### src/pwgm_pkg.sv
// Shared types and constants for the plane-wave g-vector mask pipeline.
// No dependencies; every other file in src refers to it by scoped names.
`default_nettype none

package pwgm_pkg;

  localparam int CFG_IDX_W  = 3;
  localparam int CFG_DATA_W = 48;

  // register index map of the configuration port
  typedef enum logic [CFG_IDX_W-1:0] {
    REG_BASIS_X  = 3'd0,
    REG_BASIS_Y  = 3'd1,
    REG_BASIS_Z  = 3'd2,
    REG_SCALE    = 3'd3,
    REG_CUTOFF   = 3'd4,
    REG_GAMMA    = 3'd5,
    REG_OFFSETS  = 3'd6,
    REG_DIMS     = 3'd7
  } reg_idx_t;

  localparam logic [15:0] SCALE_RST = 16'd256;
  localparam logic [26:0] DIMS_RST  = 27'd67240192;

  localparam logic signed [23:0] G_MAX = 24'sd8388607;
  localparam logic signed [23:0] G_MIN = -24'sd8388608;

  typedef struct packed {
    logic [47:0] basis_x;
    logic [47:0] basis_y;
    logic [47:0] basis_z;
    logic [15:0] scale;
    logic [47:0] cutoff;
    logic        gamma_only;
    logic [23:0] offsets;
    logic [26:0] dims;
  } cfg_t;

  // folded indices plus the early reject (gamma half-space or Nyquist)
  typedef struct packed {
    logic signed [8:0] idx_x;
    logic signed [8:0] idx_y;
    logic signed [8:0] idx_z;
    logic              rej;
  } fold_t;

  typedef struct packed {
    logic signed [8:0]  idx_x;
    logic signed [8:0]  idx_y;
    logic signed [8:0]  idx_z;
    logic signed [23:0] g_x;
    logic signed [23:0] g_y;
    logic signed [23:0] g_z;
    logic               rej;
  } gvec_t;

  // one row of the reciprocal matrix times the index vector, exact
  function automatic logic signed [26:0] dot3(input logic [47:0] row,
                                              input logic signed [8:0] x,
                                              input logic signed [8:0] y,
                                              input logic signed [8:0] z);
    logic signed [24:0] p0;
    logic signed [24:0] p1;
    logic signed [24:0] p2;
    p0 = x * $signed(row[15:0]);
    p1 = y * $signed(row[31:16]);
    p2 = z * $signed(row[47:32]);
    return $signed({{2{p0[24]}}, p0}) + $signed({{2{p1[24]}}, p1})
         + $signed({{2{p2[24]}}, p2});
  endfunction

endpackage

`default_nettype wire

### src/pwgm_cfg.sv
// Configuration register file: basis rows, scale, cutoff, gamma flag, offsets, dims.
// Depends on pwgm_pkg for the register map and the cfg_t bundle.
`default_nettype none

module pwgm_cfg (
  input  wire logic                            clk,
  input  wire logic                            rst_n,
  input  wire logic                            cfg_we,
  input  wire logic [pwgm_pkg::CFG_IDX_W-1:0]  cfg_index,
  input  wire logic [pwgm_pkg::CFG_DATA_W-1:0] cfg_data,
  output pwgm_pkg::cfg_t                       cfg
);

  pwgm_pkg::cfg_t cfg_r;

  always_ff @(posedge clk) begin
    if (!rst_n) begin
      cfg_r.basis_x    <= '0;
      cfg_r.basis_y    <= '0;
      cfg_r.basis_z    <= '0;
      cfg_r.scale      <= pwgm_pkg::SCALE_RST;
      cfg_r.cutoff     <= '0;
      cfg_r.gamma_only <= 1'b0;
      cfg_r.offsets    <= '0;
      cfg_r.dims       <= pwgm_pkg::DIMS_RST;
    end else if (cfg_we) begin
      unique case (pwgm_pkg::reg_idx_t'(cfg_index))
        pwgm_pkg::REG_BASIS_X: cfg_r.basis_x    <= cfg_data[47:0];
        pwgm_pkg::REG_BASIS_Y: cfg_r.basis_y    <= cfg_data[47:0];
        pwgm_pkg::REG_BASIS_Z: cfg_r.basis_z    <= cfg_data[47:0];
        pwgm_pkg::REG_SCALE:   cfg_r.scale      <= cfg_data[15:0];
        pwgm_pkg::REG_CUTOFF:  cfg_r.cutoff     <= cfg_data[47:0];
        pwgm_pkg::REG_GAMMA:   cfg_r.gamma_only <= cfg_data[0];
        pwgm_pkg::REG_OFFSETS: cfg_r.offsets    <= cfg_data[23:0];
        pwgm_pkg::REG_DIMS:    cfg_r.dims       <= cfg_data[26:0];
        default: ;
      endcase
    end
  end

  assign cfg = cfg_r;

endmodule

`default_nettype wire

### config.mk
export PLATFORM = sky130hd
export DESIGN_NAME = pwgm_cfg
export DESIGN_NICKNAME = d
export VERILOG_FILES = /design/src/pwgm_pkg.sv /design/src/pwgm_cfg.sv
export SDC_FILE = /design/constraint.sdc
export NUM_CORES = 1
export LEC_CHECK = 0
export ABC_AREA = 1
export BUFFER_PORTS_ARGS = -buffer_cell sky130_fd_sc_hd__buf_2
export CAP_MARGIN = 0
export CORE_MARGIN = 2
export CORE_UTILIZATION = 39
export CTS_CLUSTER_DIAMETER = 80
export DETAILED_ROUTE_END_ITERATION = 10
export GPL_TIMING_DRIVEN = 0
export PLACE_DENSITY = 0.66
export RECOVER_POWER = 50
export SKIP_LAST_GASP = 1
export SYNTH_ARGS = -nofsm -noshare
export SYNTH_HDL_FRONTEND = slang
export SYNTH_SLANG_ARGS = --single-unit
### constraint.sdc
create_clock -name clk -period 2.86 [get_ports clk]
set_clock_uncertainty 0.2 [all_clocks]
set_input_delay 0.429 -clock clk [delete_from_list [all_inputs] [get_ports clk]]
set_output_delay 0.429 -clock clk [all_outputs]
set_load 0.05 [all_outputs]
==> metrics.sh <==
YOSYS_WARNINGS=0
CP_MAX_FO=10
DESIGN.DIE.AREA_MM2=0.0273
ENDPOINT_KIND='flip-flop'
AVGVIACOUNTPERCELL=4.90
CORE_MM2=0.0253
CRIT_PATH_FREQUENT_CELL='sky130_fd_sc_hd__clkbuf_1'
FLOW.AREA_GROWTH_FROM_SYNTHESIS_PCT=28.3
CLOCKBUFFERDEPTH=3
GRT_FIRST_PASS_WIRELENGTH_UM=54000
GRT_ANTENNA_BEFORE_REPAIR=1
TIMING.MAX_CAP.VIOLATIONS=0
LARGEST_REGISTER_FFS=260
DETAILEDROUTE.FIRSTITERATIONVIOLATIONS=756
FP-ROW-COUNT=58
FP.DIEW_UM=165
CRIT_ARRIVAL_NS=2.42
CRIT_REQUIRED_NS=3.09
FINAL_MIN_PERIOD_OVER_CLOCK_PERIOD=0.764
CLK_TRANSITION_REPORTED_PATHS_NS=0.07
HOLD_CLASS='in -> reg'
P_INT_mW=6.31
NUM_IO_PINS=314
FINAL_HOLD_VIOLATIONS=0
PORT_BUFS=312
MAXUSEDROUTINGLAYER='met5'
P_SWITCHING_mW=2.53
POST_SYNTH_CELL_TYPES=11
RUN_STATUS='finished clean'
POST_DRT_WL_PER_CELL_UM=16.8
POWER.IR.VDD_WORST_V=0.000559
TOTAL_DRC_ERRORS_IN_THE_ROUTED_LAYOUT=0
CRITICAL-PATH-SLOWEST-CELL='sky130_fd_sc_hd__clkbuf_1'
LAYOUT-DRIVE-GT1-SHARE=0.188
TIMING.FINAL.MAX_SLEW_VIOLATIONS=0
WORST_PATH_DOMINANT_CELL_FAMILY='buffers and inverters'
FINALSETUPVIOLATIONS=0
DRT-MET1-WL_UM=15200
POWER.STATIC_LEAKAGE_nW=6.36
GLOBAL_ROUTE.USAGE.TOTAL=0.255
P_PER_AREA_mW_PER_MM2=680
DETAIL_ROUTE.FIRST_PASS.ITERATIONS=5
ROUTED_WL_UM=36400
LAYOUT.NETS=1872
SYNTHESIS.AREA_PER_INSTANCE_UM2=6.88
WORST_SLEW_PIN_SLEW_NS=1.06
FINAL_PERIOD_MINUS_WORST_SETUP_SLACK_NS=2.19
ANT_NETS=0
START_UTIL=0.400
DIODES=0
CELL_BREAKDOWN_OF_THE_CRITICAL_PATH='clkbuf_1 -> inv_1 -> nor2_1 -> clkbuf_1 -> clkbuf_1 -> nand3_1 -> nand2_1 -> nor2_1'
TRITONCTS='done'
TOP_ACHIEVABLE_CLOCK_SPEED_MHz=458
SYNTH_TOP_AREA_CELL='sky130_fd_sc_hd__dfxtp_1'
CTS_SINKS=260
NETLIST_INSTANCES=1473
WORST_SKEW_PAIR_LATER_PIN_LATENCY_NS=0.54
SEQUENTIALPOWERSHARE=0.432
FIN_TOTAL_PWR_mW=8.84
PLACE.DETAILED.HPWL_UM=26800
SYNTH_SEQ_AREA_SHARE=0.514
NUMBER_OF_GLOBAL_ROUTE_VIAS_BEFORE_REPAIR=9681
MET3_WIRELENGTH_UM=3390
MET2_LENGTH_UM=16900
TIMING.MAX_SLEW.REL_SLACK=0.292
GP_CONGESTION=0.850
YS_FF_LATCH=260
YOSYS.AREA.TOP_TYPE_SHARE=0.514
SYN-NUM-NETS=1527
CPPEAKSTAGEDELAY_NS=0.64
DIE_Y_UM=165
VIA_COUNT=10615
POWER.SHARE.COMBINATIONAL=0.142
POWER.SHARE.CLOCK=0.425
WORSTSETUPSTARTPOINTTYPE='primary input'
BUFFERS_INVERTERS_ON_CRITICAL_PATH=4
LARGEST_CELLS_BY_AREA_AFTER_SYNTHESIS='sky130_fd_sc_hd__dfxtp_1, sky130_fd_sc_hd__nor2_1, sky130_fd_sc_hd__nand3_1, sky130_fd_sc_hd__nand2_1, sky130_fd_sc_hd__buf_2'
GRT_MAX_DEGREE=15
NETSWITCHINGFRACTION=0.286
GR-TOTAL-OVERFLOW=0
TOTALNEGATIVESETUPSLACK_NS=0
POST_SYNTH_INSTANCE_AREA_MM2=0.0101
POST_CTS.REPAIR.SETUP_BUFFERS=0
CTS-HTREE-LEVELS=1
NUMCTSBUFFERS=28
GRT_SETUP_UNREPAIRED='no'
CLK_ROOT_BUFFER_CELL='sky130_fd_sc_hd__clkbuf_16'
CRITICAL_SETUP_PATH_CLASS='in -> reg'
==> worst min-delay path: stages <==
cell	delay (ns)
sky130_fd_sc_hd__buf_2	0.08
sky130_fd_sc_hd__inv_1	0.07
sky130_fd_sc_hd__nand3_1	0.09
sky130_fd_sc_hd__nand2_1	0.05
sky130_fd_sc_hd__nor2_1	0.07
==> metal layers <==
metal,GRT usage,vias up
li1,-,5241
met1,0.326,4899
met2,0.433,415
met3,0.0584,58
met4,0.0711,2
met5,0,-
==> synthesized netlist by cell type, drive strengths merged <==
cell type	n
nand3	236
clkbuf	28
a21oi	1
o21ai	1
inv	55
nor2	522
buf	77
dfxtp	260
nand2	293
==> path summary, 6_finish.rpt <==
kind           startpoint       end  slack (ns)  cells after the start
min reg2reg        cfg[8]    cfg[8]        0.26                      2
min          cfg_data[47]  cfg[211]        0.08                      5
max                cfg_we  cfg[191]        0.67                      8
max reg2reg      cfg[231]  cfg[231]        2.03                      2
==> stage by stage <==
stage	worst slack, ns	hold slack (ns)	utilization	instances	instance area (um^2)
after CTS	0.995	0.0541	0.517	2167	13100
final	0.675	0.0751	0.513	2167	13000
after global routing	0.553	0.0866	0.513	2167	13000
after floorplan	1.31	0.355	-	1473	10100
after global placement	0.508	0.239	0.478	2115	12100
after detailed placement	0.583	0.245	0.478	2115	12100
==> power by group through the flow <==
stage | clock network [mW] | registers [mW] | logic [mW]
floorplan | 0 | 4.33 | 0.457
global placement | 0 | 3.90 | 1.25
detailed placement | 0 | 3.90 | 1.26
CTS | 3.81 | 3.82 | 1.27
global route | 3.97 | 3.83 | 1.35
finish | 3.76 | 3.82 | 1.26
==> final cells by class <==
class,count,area [um^2]
Buffer,105,427
Clock buffer,39,793
Clock inverter,10,155
Fill cell,2625,12300
Inverter,55,206
Multi-Input combinational cell,1053,4250
Sequential cell,260,5200
Tap cell,330,413
Timing Repair Buffer,315,1550
==> layout by cell type, fill, tap and decap left out, drive strengths merged <==
master       count
inv             55
clkinv           4
buf            328
nor2           522
clkbuf         128
bufinv           4
o21ai            1
dlygate4sd3      3
a21oi            1
nand3          236
clkinvlp         2
dfxtp          260
nand2          293
==> kinds of logic (layout without fill, tap and decap cells) <==
logic type             Yosys count  in the layout  synth area share
and+or+nand+nor               1051           1051             0.419
AOI/OAI and AO/OA                2              2          0.000987
buffers and inverters          160            524            0.0658
DFF                            260            260             0.514
==> what timing repair did <==
item                                    4_1_cts  5_1_grt
endpoints found under the hold margin         4        0
endpoints found under the setup margin        0        0
hold buffers                                  3        0
gates resized for setup                       0        0
Power figures use the tool's default switching activity.
