<file path="config.mk">
export PLATFORM = sky130hd
export DESIGN_NAME = pwgm_mag
export DESIGN_NICKNAME = d
export VERILOG_FILES = /design/src/pwgm_pkg.sv /design/src/pwgm_mag.sv
export SDC_FILE = /design/constraint.sdc
export NUM_CORES = 2
export LEC_CHECK = 0
export ABC_AREA = 1
export BUFFER_PORTS_ARGS = -buffer_cell sky130_fd_sc_hd__buf_2
export CORE_MARGIN = 2
export CORE_UTILIZATION = 40
export CTS_BUF_LIST = sky130_fd_sc_hd__clkbuf_4 sky130_fd_sc_hd__clkbuf_8 sky130_fd_sc_hd__clkbuf_16
export DETAILED_ROUTE_END_ITERATION = 12
export SETUP_SLACK_MARGIN = 0.4
export SLEW_MARGIN = 20
export SYNTH_ARGS = -nofsm -noshare
export SYNTH_HDL_FRONTEND = slang
export SYNTH_SLANG_ARGS = --single-unit
</file>
<file path="constraint.sdc">
create_clock -name clk -period 20.7 [get_ports clk]
set_input_delay 0 -clock clk [delete_from_list [all_inputs] [get_ports clk]]
set_output_delay 0 -clock clk [all_outputs]
set_load 0.02 [all_outputs]
</file>
<file path="src/pwgm_pkg.sv">
// Shared types and constants for the plane-wave g-vector mask pipeline.
// No dependencies; every other file in src refers to it by scoped names.
`default_nettype none

package pwgm_pkg;

  localparam int CFG_IDX_W  = 3;
  localparam int CFG_DATA_W = 48;

  // register index map of the configuration port
  typedef enum logic [CFG_IDX_W-1:0] {
    REG_BASIS_X  = 3'd0,
    REG_BASIS_Y  = 3'd1,
    REG_BASIS_Z  = 3'd2,
    REG_SCALE    = 3'd3,
    REG_CUTOFF   = 3'd4,
    REG_GAMMA    = 3'd5,
    REG_OFFSETS  = 3'd6,
    REG_DIMS     = 3'd7
  } reg_idx_t;

  localparam logic [15:0] SCALE_RST = 16'd256;
  localparam logic [26:0] DIMS_RST  = 27'd67240192;

  localparam logic signed [23:0] G_MAX = 24'sd8388607;
  localparam logic signed [23:0] G_MIN = -24'sd8388608;

  typedef struct packed {
    logic [47:0] basis_x;
    logic [47:0] basis_y;
    logic [47:0] basis_z;
    logic [15:0] scale;
    logic [47:0] cutoff;
    logic        gamma_only;
    logic [23:0] offsets;
    logic [26:0] dims;
  } cfg_t;

  // folded indices plus the early reject (gamma half-space or Nyquist)
  typedef struct packed {
    logic signed [8:0] idx_x;
    logic signed [8:0] idx_y;
    logic signed [8:0] idx_z;
    logic              rej;
  } fold_t;

  typedef struct packed {
    logic signed [8:0]  idx_x;
    logic signed [8:0]  idx_y;
    logic signed [8:0]  idx_z;
    logic signed [23:0] g_x;
    logic signed [23:0] g_y;
    logic signed [23:0] g_z;
    logic               rej;
  } gvec_t;

  // one row of the reciprocal matrix times the index vector, exact
  function automatic logic signed [26:0] dot3(input logic [47:0] row,
                                              input logic signed [8:0] x,
                                              input logic signed [8:0] y,
                                              input logic signed [8:0] z);
    logic signed [24:0] p0;
    logic signed [24:0] p1;
    logic signed [24:0] p2;
    p0 = x * $signed(row[15:0]);
    p1 = y * $signed(row[31:16]);
    p2 = z * $signed(row[47:32]);
    return $signed({{2{p0[24]}}, p0}) + $signed({{2{p1[24]}}, p1})
         + $signed({{2{p2[24]}}, p2});
  endfunction

endpackage

`default_nettype wire

</file>
<file path="src/pwgm_mag.sv">
// Stages 5-6: squares of g, magnitude sum with cutoff test, output register.
// Depends on pwgm_pkg (cfg_t, gvec_t).
`default_nettype none

module pwgm_mag (
  input  wire logic              clk,
  input  wire logic              rst_n,
  input  wire pwgm_pkg::cfg_t    cfg,
  input  wire logic              vld_i,
  input  wire pwgm_pkg::gvec_t   dat_i,
  output logic                   rdy_o,
  output logic                   out_valid,
  input  wire logic              out_stall,
  output logic                   out_in_sphere,
  output logic signed [8:0]      out_global_x,
  output logic signed [8:0]      out_global_y,
  output logic signed [8:0]      out_global_z,
  output logic signed [23:0]     out_g_x,
  output logic signed [23:0]     out_g_y,
  output logic signed [23:0]     out_g_z,
  output logic [47:0]            out_magnitude_sq
);

  logic [1:0] vld_r;
  logic [1:0] rdy;

  assign rdy[1] = !vld_r[1] || !out_stall;
  assign rdy[0] = !vld_r[0] || rdy[1];
  assign rdy_o  = rdy[0];

  always_ff @(posedge clk) begin
    if (!rst_n) begin
      vld_r <= '0;
    end else begin
      if (rdy[0]) vld_r[0] <= vld_i;
      if (rdy[1]) vld_r[1] <= vld_r[0];
    end
  end

  // stage 5: squares, |g| <= 2^23 so each fits 47 bits
  pwgm_pkg::gvec_t    gv_r;
  logic [46:0]        sq_r   [3];
  logic [46:0]        sq_nxt [3];
  logic signed [47:0] sq_full [3];

  always_comb begin
    sq_full[0] = dat_i.g_x * dat_i.g_x;
    sq_full[1] = dat_i.g_y * dat_i.g_y;
    sq_full[2] = dat_i.g_z * dat_i.g_z;
    for (int i = 0; i < 3; i++) sq_nxt[i] = sq_full[i][46:0];
  end

  always_ff @(posedge clk) begin
    if (rdy[0] && vld_i) begin
      gv_r <= dat_i;
      for (int i = 0; i < 3; i++) sq_r[i] <= sq_nxt[i];
    end
  end

  // stage 6: sum, saturate, cutoff, zero rejected and out-of-cutoff words
  logic [48:0] sum;
  logic [47:0] mag;
  logic        keep;

  always_comb begin
    sum  = {2'b00, sq_r[0]} + {2'b00, sq_r[1]} + {2'b00, sq_r[2]};
    mag  = sum[48] ? '1 : sum[47:0];
    keep = !gv_r.rej && (mag <= cfg.cutoff);
  end

  always_ff @(posedge clk) begin
    if (rdy[1] && vld_r[0]) begin
      out_in_sphere    <= keep;
      out_global_x     <= gv_r.idx_x;
      out_global_y     <= gv_r.idx_y;
      out_global_z     <= gv_r.idx_z;
      out_g_x          <= keep ? gv_r.g_x : '0;
      out_g_y          <= keep ? gv_r.g_y : '0;
      out_g_z          <= keep ? gv_r.g_z : '0;
      out_magnitude_sq <= keep ? mag : '0;
    end
  end

  assign out_valid = vld_r[1];

endmodule

`default_nettype wire

</file>
==> results.py <==
metrics = {
    "synthesis": {
        "synth-seq-cells": 385,
        "yosysMostFrequentCell": "inv_1",
        "synth.distinct_cells": 52,
        "async_reset_ff_frac": 0,
        "synth.avg_cell_area_um2": 8.70,
        "synthTopCellsByArea": "fa_1, edfxtp_1, inv_1, nand2_1, ha_1",
        "syn_inst": 9033,
        "synth_top_area_frac": 0.430,
        "yosysWarningCount": 0,
        "synth_edf_count": 383,
        "synthTopCellsByCount": "inv_1, nand2_1, fa_1",
        "yosysSeqAreaShare": 0.147,
        "synth_flop_cell": "edfxtp_1",
        "yosys.area.top_type": "fa_1",
        "syn_area_mm2": 0.0786,
    },
    "global_route": {
        "antenna_found_initial": 3,
        "use_met2": 0.350,
        "grt_pass1_vias": 61600,
        "grt_use_total": 0.213,
        "use_met1": 0.295,
        "grt_use_met3": 0.0282,
        "grt_pass1_wl_um": 333000,
        "overflow": 0,
        "grt_most_used_layer": "met2",
        "grt_max_degree": 86,
    },
    "place": {
        "portBuffers": 301,
        "post-place-ws_ps": 13010,
        "place_hpwl_um": 172000,
        "gp_congestion": 0.961,
    },
    "setup_path": {
        "critical-path-slowest-cell": "fa_1",
        "cp.required_ps": 21130,
        "crit_fanout": 30,
        "arrival_ps": 8040,
        "cpMostUsedCell": "fa_1",
        "path_cells": "dlygate4sd3_1, buf_2, nand2_1, inv_1, fa_1, fa_1, inv_1, fa_1, inv_1, fa_1, fa_1, fa_1, fa_1, ha_1, nand2_1, nor2_1, nand2_1, nor4_1, nand3_1, nand3_1, xor2_1",
        "crit_type": "in -> reg",
        "max_stage_delay_ps": 810,
        "crit_path_end_kind": "flip-flop",
        "ff2ff_setup_slack_ps": 14140,
        "startpoint_type": "input port",
    },
    "route": {
        "drt_wl_total_um": 205000,
        "drt_iter0_drc": 3285,
        "drt-wirelength-per-cell_um": 17.1,
        "drtPass1Iterations": 5,
        "vias": 56200,
        "viasPerCell": 4.68,
        "drc": 0,
        "final_antenna_net_count": 0,
    },
    "sta": {
        "tightest_slew_ps": 872,
        "period_needed_ps": 7610,
        "maxSlewViolCount": 0,
        "max_freq_ghz": 0.131,
        "finalCritPeriodShare": 0.368,
        "holdWs_ps": 48.4,
        "tns_ps": 0,
        "setup_viol": 0,
        "skew_ps": 26.0,
        "hold_viol_final": 0,
        "relSlewSlack": 0.418,
        "setup_ws_ps": 13090,
        "rsz0062_at_grt": "no",
    },
    "clocking": {
        "h-tree-depth": 2,
        "cts_buffer_depth": 3,
        "clock-sinks": 385,
        "worstSkewPairLatency_ps": 680,
        "postCtsResizedCells": 0,
        "cts_root_buffer": "clkbuf_16",
        "tritoncts": "done",
        "cts_made_buffers": 49,
        "clk_pin_slew_worst_paths_ps": 60,
    },
    "floorplanning": {
        "dieArea_mm2": 0.200,
        "num_rows": 162,
        "core_area_mm2": 0.195,
        "die_h_um": 447,
        "initial_utilization": 0.403,
        "io_pins": 514,
        "die_x_um": 447,
    },
    "layout": {
        "num-nets-final": 11900,
        "drive_gt1_frac": 0.0573,
        "area_growth_syn_to_layout_pct": 8.97,
    },
    "min_path": {
        "hold_class": "in -> reg",
    },
    "outcome": {
        "status": "finished, final reports clean",
    },
    "flow_run": {
        "drv_cap": 0,
    },
}
==> registers in the layout, indices dropped and copies added (netlist names) <==
name,flops
out_g_x,24
gv_r,100
out_global_z,9
out_g_z,24
out_in_sphere,1
sq_r,135
out_magnitude_sq,48
out_global_y,9
out_g_y,24
vld_r,2
out_global_x,9
==> through the flow <==
| step | instances | util | area (um^2) |
|---|---|---|---|
| 3_5_place_dp | 11800 | 0.424 | 82800 |
| 3_3_place_gp | 11800 | 0.424 | 82800 |
| 6_report | 12000 | 0.439 | 85700 |
| 2_1_floorplan | 9035 | - | 78600 |
| 4_1_cts | 12000 | 0.439 | 85700 |
| 5_1_grt | 12000 | 0.439 | 85700 |
==> layout make-up <==
cell class | count | area [um^2]
clock inverters | 37 | 425
repair buffers | 444 | 2870
flip-flops and latches | 385 | 11500
diodes | 1 | 2.50
fillers | 19100 | 110000
well taps | 2624 | 3280
inverters | 2953 | 11100
multi-input cells | 5503 | 55200
clock buffers | 55 | 1270
==> layer usage <==
metal | up-vias | share of wire
met3 | 261 | 0.056
met1 | 28000 | 0.45
met2 | 1480 | 0.46
met5 | - | 0.000063
met4 | 2 | 0.031
li1 | 26500 | -
==> worst paths after layout <==
kind,startpoint,end,depth (start not counted)
worst min-delay path,dat_i[87],gv_r[87],2
worst min register to register,gv_r[93],out_global_x[2],0
worst max register to register,sq_r[0][46],out_g_y[1],27
worst max-delay path,dat_i[72],sq_r[0][39],21
==> layout by cell type (no fill, tap or decap), types with 6 or more instances in the layout <==
| cell type | synthesis | layout |
|---|---|---|
| o211ai_1 | 6 | 6 |
| nor2_1 | 550 | 548 |
| ha_1 | 522 | 522 |
| clkbuf_4 | 0 | 6 |
| nand2_4 | 16 | 16 |
| nand4_1 | 50 | 50 |
| o21bai_1 | 28 | 28 |
| nand3_1 | 167 | 167 |
| buf_4 | 3 | 28 |
| a21oi_1 | 210 | 210 |
| buf_2 | 5 | 301 |
| clkinv_1 | 3 | 9 |
| o21ai_2 | 10 | 10 |
| nand2_1 | 1793 | 1793 |
| dlygate4sd3_1 | 0 | 115 |
| clkinv_2 | 1 | 8 |
| clkbuf_16 | 0 | 49 |
| a21boi_0 | 8 | 8 |
| nor3_1 | 31 | 31 |
| nor2_2 | 16 | 17 |
| o21a_1 | 9 | 9 |
| nand2_2 | 19 | 18 |
| edfxtp_1 | 383 | 383 |
| a31oi_1 | 11 | 11 |
| o21ai_0 | 115 | 115 |
| nor2_4 | 11 | 12 |
| a21o_1 | 23 | 23 |
| nor4_1 | 12 | 12 |
| inv_2 | 14 | 14 |
| inv_1 | 2934 | 2933 |
| xor2_1 | 114 | 114 |
| xnor2_1 | 48 | 48 |
| fa_1 | 1688 | 1688 |
| or2_2 | 12 | 12 |
==> critical path, delay by kind of cell <==
kind / cells / cell delay, ps
buffers and inverters: 5 / 1870
adder cells (fa/ha/maj): 8 / 4390
AND/OR/NAND/NOR: 7 / 1320
XOR/XNOR: 1 / 410
==> cell families after synthesis <==
kind of cell,share of synthesized area
buffers and inverters,0.152
AND/OR/NAND/NOR,0.139
adder cells (fa/ha/maj),0.513
AO/OA/AOI/OAI,0.0316
flip-flops,0.147
XOR/XNOR,0.0180
other,0.0000477
==> timing repair <==
| action | CTS | global route |
|---|---|---|
| endpoints found under the setup margin | 0 | 0 |
| endpoints found under the hold margin | 105 | 0 |
| buffers inserted | 0 | 0 |
| hold buffers | 115 | 0 |
Power is not shown: default switching activity piles up to over one toggle a cycle in this logic, so the estimate is an artifact.
