### config.mk
export PLATFORM = sky130hd
export DESIGN_NAME = pwgm_fold
export DESIGN_NICKNAME = d
export VERILOG_FILES = /design/src/pwgm_pkg.sv /design/src/pwgm_fold.sv
export SDC_FILE = /design/constraint.sdc
export NUM_CORES = 1
export LEC_CHECK = 0
export ABC_AREA = 1
export BUFFER_PORTS_ARGS = -buffer_cell sky130_fd_sc_hd__buf_2
export CORE_AREA = 2 2 124 126
export CTS_CLUSTER_DIAMETER = 100
export CTS_CLUSTER_SIZE = 30
export DETAILED_ROUTE_END_ITERATION = 16
export DIE_AREA = 0 0 126 128
export GPL_TIMING_DRIVEN = 0
export PLACE_DENSITY = 0.74
export SLEW_MARGIN = 40
export SYNTH_ARGS = -nofsm -noshare
export SYNTH_HDL_FRONTEND = slang
export SYNTH_SLANG_ARGS = --single-unit
### constraint.sdc
create_clock -name clk -period 3.96 [get_ports clk]
set_input_delay 0.396 -clock clk [delete_from_list [all_inputs] [get_ports clk]]
set_output_delay 0.396 -clock clk [all_outputs]
set_load 0.005 [all_outputs]
### src/pwgm_pkg.sv
// Shared types and constants for the plane-wave g-vector mask pipeline.
// No dependencies; every other file in src refers to it by scoped names.
`default_nettype none

package pwgm_pkg;

  localparam int CFG_IDX_W  = 3;
  localparam int CFG_DATA_W = 48;

  // register index map of the configuration port
  typedef enum logic [CFG_IDX_W-1:0] {
    REG_BASIS_X  = 3'd0,
    REG_BASIS_Y  = 3'd1,
    REG_BASIS_Z  = 3'd2,
    REG_SCALE    = 3'd3,
    REG_CUTOFF   = 3'd4,
    REG_GAMMA    = 3'd5,
    REG_OFFSETS  = 3'd6,
    REG_DIMS     = 3'd7
  } reg_idx_t;

  localparam logic [15:0] SCALE_RST = 16'd256;
  localparam logic [26:0] DIMS_RST  = 27'd67240192;

  localparam logic signed [23:0] G_MAX = 24'sd8388607;
  localparam logic signed [23:0] G_MIN = -24'sd8388608;

  typedef struct packed {
    logic [47:0] basis_x;
    logic [47:0] basis_y;
    logic [47:0] basis_z;
    logic [15:0] scale;
    logic [47:0] cutoff;
    logic        gamma_only;
    logic [23:0] offsets;
    logic [26:0] dims;
  } cfg_t;

  // folded indices plus the early reject (gamma half-space or Nyquist)
  typedef struct packed {
    logic signed [8:0] idx_x;
    logic signed [8:0] idx_y;
    logic signed [8:0] idx_z;
    logic              rej;
  } fold_t;

  typedef struct packed {
    logic signed [8:0]  idx_x;
    logic signed [8:0]  idx_y;
    logic signed [8:0]  idx_z;
    logic signed [23:0] g_x;
    logic signed [23:0] g_y;
    logic signed [23:0] g_z;
    logic               rej;
  } gvec_t;

  // one row of the reciprocal matrix times the index vector, exact
  function automatic logic signed [26:0] dot3(input logic [47:0] row,
                                              input logic signed [8:0] x,
                                              input logic signed [8:0] y,
                                              input logic signed [8:0] z);
    logic signed [24:0] p0;
    logic signed [24:0] p1;
    logic signed [24:0] p2;
    p0 = x * $signed(row[15:0]);
    p1 = y * $signed(row[31:16]);
    p2 = z * $signed(row[47:32]);
    return $signed({{2{p0[24]}}, p0}) + $signed({{2{p1[24]}}, p1})
         + $signed({{2{p2[24]}}, p2});
  endfunction

endpackage

`default_nettype wire

### src/pwgm_fold.sv
// Stage 1: offset add, fold into signed FFT range, gamma and Nyquist rejects.
// Depends on pwgm_pkg (cfg_t, fold_t).
`default_nettype none

module pwgm_fold #(
  parameter int MAX_DIM = 256
) (
  input  wire logic           clk,
  input  wire logic           rst_n,
  input  wire pwgm_pkg::cfg_t cfg,
  input  wire logic           vld_i,
  input  wire logic [7:0]     lx_i,
  input  wire logic [7:0]     ly_i,
  input  wire logic [7:0]     lz_i,
  output logic                rdy_o,
  output logic                vld_o,
  output pwgm_pkg::fold_t     dat_o,
  input  wire logic           rdy_i
);

  localparam logic [8:0] DMAX = 9'(MAX_DIM);

  function automatic logic [8:0] dim_of(input logic [8:0] f);
    logic [8:0] d;
    d = f;
    if (d == 9'd0) d = 9'd1;
    if (d > DMAX) d = DMAX;
    return d;
  endfunction

  function automatic logic signed [8:0] fold(input logic [7:0] o, input logic [7:0] l,
                                             input logic [8:0] d);
    logic [9:0]         s;
    logic signed [10:0] t;
    s = {2'b00, o} + {2'b00, l};
    if (s > {2'b00, d[8:1]}) t = $signed({1'b0, s}) - $signed({2'b00, d});
    else                     t = $signed({1'b0, s});
    if (t > 11'sd255) t = 11'sd255;
    return t[8:0];
  endfunction

  function automatic logic at_nyq(input logic signed [8:0] v, input logic [8:0] d);
    logic [8:0] a;
    a = v[8] ? 9'(-v) : v;
    return a == {1'b0, d[8:1]};
  endfunction

  logic            vld_r;
  pwgm_pkg::fold_t dat_r;
  pwgm_pkg::fold_t dat_nxt;
  logic [8:0]      dx, dy, dz;
  logic            gam_rej;

  always_comb begin
    dx = dim_of(cfg.dims[8:0]);
    dy = dim_of(cfg.dims[17:9]);
    dz = dim_of(cfg.dims[26:18]);
    dat_nxt.idx_x = fold(cfg.offsets[7:0],   lx_i, dx);
    dat_nxt.idx_y = fold(cfg.offsets[15:8],  ly_i, dy);
    dat_nxt.idx_z = fold(cfg.offsets[23:16], lz_i, dz);
    // gamma-only keeps the half space x>0, or x=0,y>0, or x=y=0,z>=0
    gam_rej = dat_nxt.idx_x[8]
           || (dat_nxt.idx_x == 9'sd0 && dat_nxt.idx_y[8])
           || (dat_nxt.idx_x == 9'sd0 && dat_nxt.idx_y == 9'sd0 && dat_nxt.idx_z[8]);
    dat_nxt.rej = (cfg.gamma_only && gam_rej)
               || at_nyq(dat_nxt.idx_x, dx)
               || at_nyq(dat_nxt.idx_y, dy)
               || at_nyq(dat_nxt.idx_z, dz);
  end

  assign rdy_o = !vld_r || rdy_i;

  always_ff @(posedge clk) begin
    if (!rst_n) begin
      vld_r <= 1'b0;
    end else if (rdy_o) begin
      vld_r <= vld_i;
    end
  end

  always_ff @(posedge clk) begin
    if (rdy_o && vld_i) begin
      dat_r <= dat_nxt;
    end
  end

  assign vld_o = vld_r;
  assign dat_o = dat_r;

endmodule

`default_nettype wire

==> metrics.md, run 1 <==
| Metric | Value |
|---|---|
| Compound-Gate Fraction of Synth Area | 0.0902 |
| CTS root buffer | clkbuf_16 |
| Critical-path maximum fanout | 10 |
| CORE AREA | 14,900 sq um |
| Maximum vdd drop | approximately 0.23 mV |
| Dpl hpwl | 13.4 mm |
| Slew headroom | 0.619 |
| Total number of vias | 6,470 |
| CTS max path bufs | 2 |
| Total iterations of the first detailed-routing run | 5 |
| Clk Latency, worst-skew pair | around 280 ps |
| Yosys top cell area share | 0.176 |
| Worst-margin pin slew | 570 ps |
| Share of cells above drive strength 1 | 0.333 |
| Synth area leaders | nand2_1 18%, ha_1 17%, edfxtp_1 15% |
| Multi-input gate area | about 5000 sq um |
| Worst EP required | between 3000 and 4000 ps |
| Residual DRC | 0 |
| Crit end category | flop |
| Die area | around 16,000 sq um |
| Post-synthesis mux area share | 0 |
| Tcrit/Tclk final | 0.988 |
| Dpl cells | 1,191 |
| Leakage power | 0.00411 uW |
| Clk_skew | 8.90 ps |
| Max-cap violations | 0 |
| Yosys reg bits | 29 |
| Site row count | 45 |
| Register area | 861 sq um |
| Setup slack after layout | 47.2 ps |
| Post-synth net total | 1,265 |
| Critical path's most frequent cell | nand2_1 |
| R2R Setup Slk | 2560 ps |
| Clk slew on worst S/H paths | 60 ps |
| Finished Layout Cells | 1,262 |
| Die H | 128 um |
| FILL cells | 1,424 |
| GRT busiest layer | met2 |
| Pre-CTS setup slack | -627 ps |
| Largest net degree at the start of global routing | 16 |
| PwrDens | 488 nW/um^2 |
| Hold WS | about 360 ps |
| Met1 GRT Util | 0.256 |
| ANT nets after route | 0 |
| Reg2reg path depth | 2 |
| Syn avg cell area | ~6.4 sq um |
| Slowest stage delay, CP | 360 ps |
| Xor/xnor share of the synthesized area | 0.0699 |
| Synth Instances | just under 900 |
| Worst R2R Start | vld_o |
| Max Slew Vio Count | 0 |
| Top FF cell, synth | edfxtp_1 |
| CTS tree | done |
| Worst setup SP type | input port |
| Hold Violations, Final | 0 |
| Total GRT Usage | 0.207 |
| Hold Path Origin | rst_n |
| Fin util | 0.533 |
| Post-synthesis to final-layout area growth | 38.3% |
| GRT met3 Usage | 0.0772 |
| I/O pins | 318 |
| Port Buf Inserts | 109 |
| Initial Util | 0.385 |
| Vias in the first global route | 5,729 |
| H-tree depth | 2 |
| Area share of and/or/nand/nor cells after synthesis | 0.386 |
| CP max-delay cell | fa_2 |
| RSZ-0062 raised after global routing | true |
| Achievable Freq | 256 MHz |
| CP Data Arrival Time | 3940 ps |
| Hold Crit Depth | 2 |
| Die width | 126 um |
| WL final | approximately 18 mm |
| DR WL/cell | 14.6 um |
| Setup-failing EPs final | 0 |
| Cell taking the most area after synthesis | nand2_1 |
| Total number of yosys warnings | 0 |
| Number of flops mapped to enable cells by yosys | 28 |
| Overflow after GRT | 0 |
| CTS buffer count | 5 |
| Distinct cells, synth | 47 |
| Seq/Total Area, Yosys | 0.150 |
| Synth Area in Adders | 0.191 |
| Clock sink count | 29 |
| Iter 0 DRT Violations | 450 |
| Gpl congestion | 0.941 |
| R2r endpoint | dat_o[26] |
| Hold Path Class | input port to flop |
| Hold endpoint | vld_o |
| Outcome | complete, no violations |
| Initial antenna violation count | 8 |
| Total power | 3870 uW |
| First-pass GRT wire length | 27.2 mm |
| Layout net count | 1,441 |
| Met2 Usage GRT | 0.343 |
| Fin crit period | 3910 ps |
| Largest family of logic cells by synthesized area | simple AND/OR/NAND/NOR gates |
| Post-DR vias/cell | 5.13 |
| Synth Cell Area | 5730 sq um |
| Async SR Flop Fraction | 0 |
| Critical path type | input port to flop |
[cells in the final DEF (no fill, tap or decap), types with 6 or more instances in the layout]
master    count
xnor2_1      11
nand3b_1      8
xor2_1       20
buf_2       108
nand3_2      10
o21bai_1      6
xor2_2       11
o21ai_0       9
o21ai_1       9
edfxtp_1     28
ha_4         22
nand2_1     245
nand2_2      27
a21oi_2      13
ha_1         53
nand2_4      16
buf_4        58
inv_2        19
nand4_1      18
nand3_1      78
nor2_1       52
a21oi_1      26
nor3_2        7
nor2_4        8
inv_1       133
[cells in the mapped netlist (3+ instances only)]
master      n
nand2_1   268
inv_1     148
nand3_1    87
ha_1       78
nor2_1     61
a21oi_1    35
xor2_1     29
edfxtp_1   28
nand4_1    18
o21ai_0    15
nand2_2    14
xnor2_1    13
nand3b_1    8
nor3_1      8
fa_1        6
nand2_4     6
o21bai_1    6
a21oi_2     5
inv_2       5
o21ai_1     5
a31oi_1     4
nand3_2     4
and3_1      3
buf_4       3
o21a_1      3
[worst max-delay path: cells and delay by family]
family / cells / cell delay, ps
and+or+nand+nor: 14 / 1370
adders and majority gates: 3 / 740
buffers and inverters: 6 / 610
AOI/OAI and AO/OA: 3 / 430
xor gates and xnor gates: 2 / 390
[timing repair]
item	4_1_cts	5_1_grt
hold buffers	0	0
pin swaps	27	65
resized for setup	49	112
setup buffers	28	32
endpoints found under the setup margin	1	1
[state kept, by name, summed over array words and instances, names as in the netlist]
name	cells
dat_o	28
vld_o	1
[stage by stage]
stage,setup TNS [ps],area (sq um)
after detailed placement,-627,6550
final,0,7920
after CTS,0,7160
after floorplan,0,5740
after global placement,-582,6520
after global routing,-260,7920
[worst max-delay path by stage]
stage,from,end,slack (ps),depth (start not counted)
2_1_floorplan,cfg[35],dat_o[0],5,37
4_1_cts,cfg[12],dat_o[0],4,37
5_1_grt,cfg[0],dat_o[0],-260,28
3_5_place_dp,cfg[35],dat_o[0],-630,36
3_3_place_gp,cfg[35],dat_o[0],-580,31
6_report,cfg[35],dat_o[0],50,28
[cell type report]
class / instances / share of cell area
Antenna cell: 4 / 0.00126
Buffer: 7 / 0.00979
Clock buffer: 5 / 0.0158
Clock inverter: 3 / 0.00221
Inverter: 156 / 0.0750
Multi-Input combinational cell: 701 / 0.628
Sequential cell: 29 / 0.109
Tap cell: 188 / 0.0297
Timing Repair Buffer: 169 / 0.130
[where the power goes]
group | leakage [uW] | switching (uW) | internal, uW
logic | 0.00377 | 1760 | 1210
registers | 0.000274 | 35.8 | 473
clock network | 0.0000696 | 162 | 231
total | 0.00411 | 1960 | 1910
[cell families (layout without fill, tap and decap cells)]
kind of cell / Yosys count / count (layout)
and+or+nand+nor: 489 / 489
buffers and inverters: 163 / 340
adders and majority gates: 84 / 84
AOI/OAI and AO/OA: 84 / 84
xor gates and xnor gates: 44 / 44
DFF: 29 / 29
other: 0 / 4
[per-layer routing]
layer | share of wire | vias up
met1 | 0.42 | 2936
met5 | 0.0030 | -
met2 | 0.47 | 233
met4 | 0.019 | 8
li1 | - | 3254
met3 | 0.089 | 39
No activity file was read; power rests on OpenSTA's default activity.
==> inputs of run 2 (changes only) <==
--- a/config.mk
+++ b/config.mk
@@ -7,13 +7,14 @@
 export LEC_CHECK = 0
 export ABC_AREA = 1
 export BUFFER_PORTS_ARGS = -buffer_cell sky130_fd_sc_hd__buf_2
-export CORE_AREA = 2 2 124 126
+export CORE_MARGIN = 2
+export CORE_UTILIZATION = 35
 export CTS_CLUSTER_DIAMETER = 100
 export CTS_CLUSTER_SIZE = 30
 export DETAILED_ROUTE_END_ITERATION = 16
-export DIE_AREA = 0 0 126 128
 export GPL_TIMING_DRIVEN = 0
-export PLACE_DENSITY = 0.74
+export MAX_ROUTING_LAYER = met4
+export PLACE_DENSITY = 0.68
 export SLEW_MARGIN = 40
 export SYNTH_ARGS = -nofsm -noshare
 export SYNTH_HDL_FRONTEND = slang
==> run 2 against run 1 <==
Final cell count up 2.4%. Critical path depth fell by 1. Register-to-register slack better by 70 ps. Count of clock-buffer cells in the layout up 1. Routed wire length down 5.4%. Non-clock buffer count increased by 6. Largest cell class unchanged. Worst hold slack improved by 14 ps. Sequential power decreased by 3%. Sequential cell count stayed put. Cell area shrank 0.92%. Critical path type unchanged. Sequential share of layout area increased by 0.10 points.
==> metrics.md, run 2 (synthesis results as in run 1) <==
| Metric | Value |
|---|---|
| Outcome | complete, no violations |
| Hold Violations, Final | 0 |
| Critical path type | input port to flop |
| H-tree depth | 2 |
| Clock sink count | 29 |
| CTS tree | done |
| Post-DR vias/cell | 4.90 |
| Fin util | 0.492 |
| Die H | 132 um |
| ANT nets after route | 0 |
| CTS buffer count | 5 |
| Total number of vias | between 6,000 and 7,000 |
| Overflow after GRT | 0 |
| Maximum vdd drop | around 0.18 mV |
| Max Slew Vio Count | 0 |
| CTS root buffer | clkbuf_16 |
| Max-cap violations | 0 |
| Site row count | 46 |
| Commonest non-fill, non-tap cells in the layout | 249 x nand2_1, 136 x inv_1, 108 x buf_2, 80 x nand3_1, 66 x buf_4 |
| Reg2reg path depth | 2 |
| Share of cells above drive strength 1 | 0.312 |
| Crit-path leading delay family | simple AND/OR/NAND/NOR gates |
| First-pass GRT wire length | about 27 mm |
| Total iterations of the first detailed-routing run | 5 |
| CP max-delay cell | fa_2 |
| CORE AREA | 15,900 sq um |
| WL final | 17.4 mm |
| Total GRT Usage | 0.193 |
| Worst setup SP type | input port |
| Die area | 17,400 sq um |
| I/O pins | 318 |
| PwrDens | a little under 500 nW/um^2 |
| CP Depth | 27 |
| RSZ-0062 raised after global routing | true |
| Dpl hpwl | 13.7 mm |
| Port Buf Inserts | 109 |
| Slew headroom | 0.659 |
| Post-synthesis to final-layout area growth | 37.0% |
| Hold-fix buffers, CTS | 0 |
| DR WL/cell | around 13 um |
| Diode count | 0 |
| Vias in the first global route | between 5,000 and 6,000 |
| Multi-input gate area | about 4800 sq um |
| Hold Crit Depth | 2 |
| Critical-path maximum fanout | 4 |
| CP Data Arrival Time | 3940 ps |
| Tcrit/Tclk final | 0.991 |
| Initial Util | 0.359 |
| Layout net count | approximately 1,400 |
| Iter 0 DRT Violations | 336 |
| CTS max path bufs | 2 |
| Hold Path Class | input port to flop |
| Most common cell after layout, fill and taps aside | nand2_1 |
| FILL cells | approximately 1,600 |
| Die width | 132 um |
| Max FFs per register | 28 |
| Clk Latency, worst-skew pair | 270 ps |
| Clk_skew | 3.92 ps |
| Clk slew on worst S/H paths | 50 ps |
| Worst path bufs/invs | 2 |
| Worst-margin pin slew | 510 ps |
| Fin crit period | 3920 ps |
| Setup-failing EPs final | 0 |
| Initial antenna violation count | 0 |
| Crit end category | flop |
| Hold WS | 370 ps |
| Worst EP required | 3980 ps |
| Largest net degree at the start of global routing | 16 |
| Register area | 861 sq um |
| Residual DRC | 0 |
| Gpl congestion | 0.904 |
| Slowest stage delay, CP | 430 ps |
| Leakage power | 0.00412 uW |
| Achievable Freq | 255 MHz |
## run 2: where the power goes
| part | internal (uW) | switching, uW | leakage [uW] |
|---|---|---|---|
| Combinational | 1200 | 1700 | 0.00377 |
| Clock | 294 | 123 | 0.0000785 |
| Sequential | 473 | 23.5 | 0.000274 |
| Total | 1970 | 1850 | 0.00412 |
## run 2: worst paths after layout
| kind | start | endpoint | slack (ps) |
|---|---|---|---|
| setup reg to reg | vld_o | dat_o[17] | 2630 |
| setup / recovery | lz_i[0] | dat_o[0] | 40 |
| hold reg to reg | vld_o | vld_o | 550 |
| hold / removal | rst_n | vld_o | 370 |
## run 2: through the flow
step,power (uW),cell area [sq um],setup slack (ps),TNS [ps],instances
5_1_grt,4190,7850,-188,-188,1292
3_5_place_dp,2840,6580,-686,-686,1219
3_3_place_gp,2810,6560,-607,-607,1218
2_1_floorplan,2280,5740,4.66,0,893
6_report,3810,7850,35.4,0,1292
4_1_cts,3470,7190,7.76,0,1259
## run 2: routing by layer
layer | vias to the layer above | track usage | part of all wire
li1 | 3259 | - | -
met5 | - | - | 0
met2 | 195 | 0.349 | 0.51
met1 | 2839 | 0.227 | 0.41
met4 | 0 | 0.0513 | 0.026
met3 | 40 | 0.0219 | 0.047
## run 2: area by class of cell
cell class,instances,share of cell area
Tap cell,216,0.0344
Sequential cell,29,0.110
Clock buffer,6,0.0164
Multi-Input combinational cell,701,0.613
Clock inverter,2,0.00430
Timing Repair Buffer,176,0.138
Inverter,156,0.0755
Buffer,6,0.00845
## run 2: timing repair
| item | 4_1_cts | 5_1_grt |
|---|---|---|
| setup buffers | 33 | 33 |
| pin swaps | 19 | 58 |
| resized for setup | 41 | 83 |
| endpoints found under the setup margin | 1 | 1 |
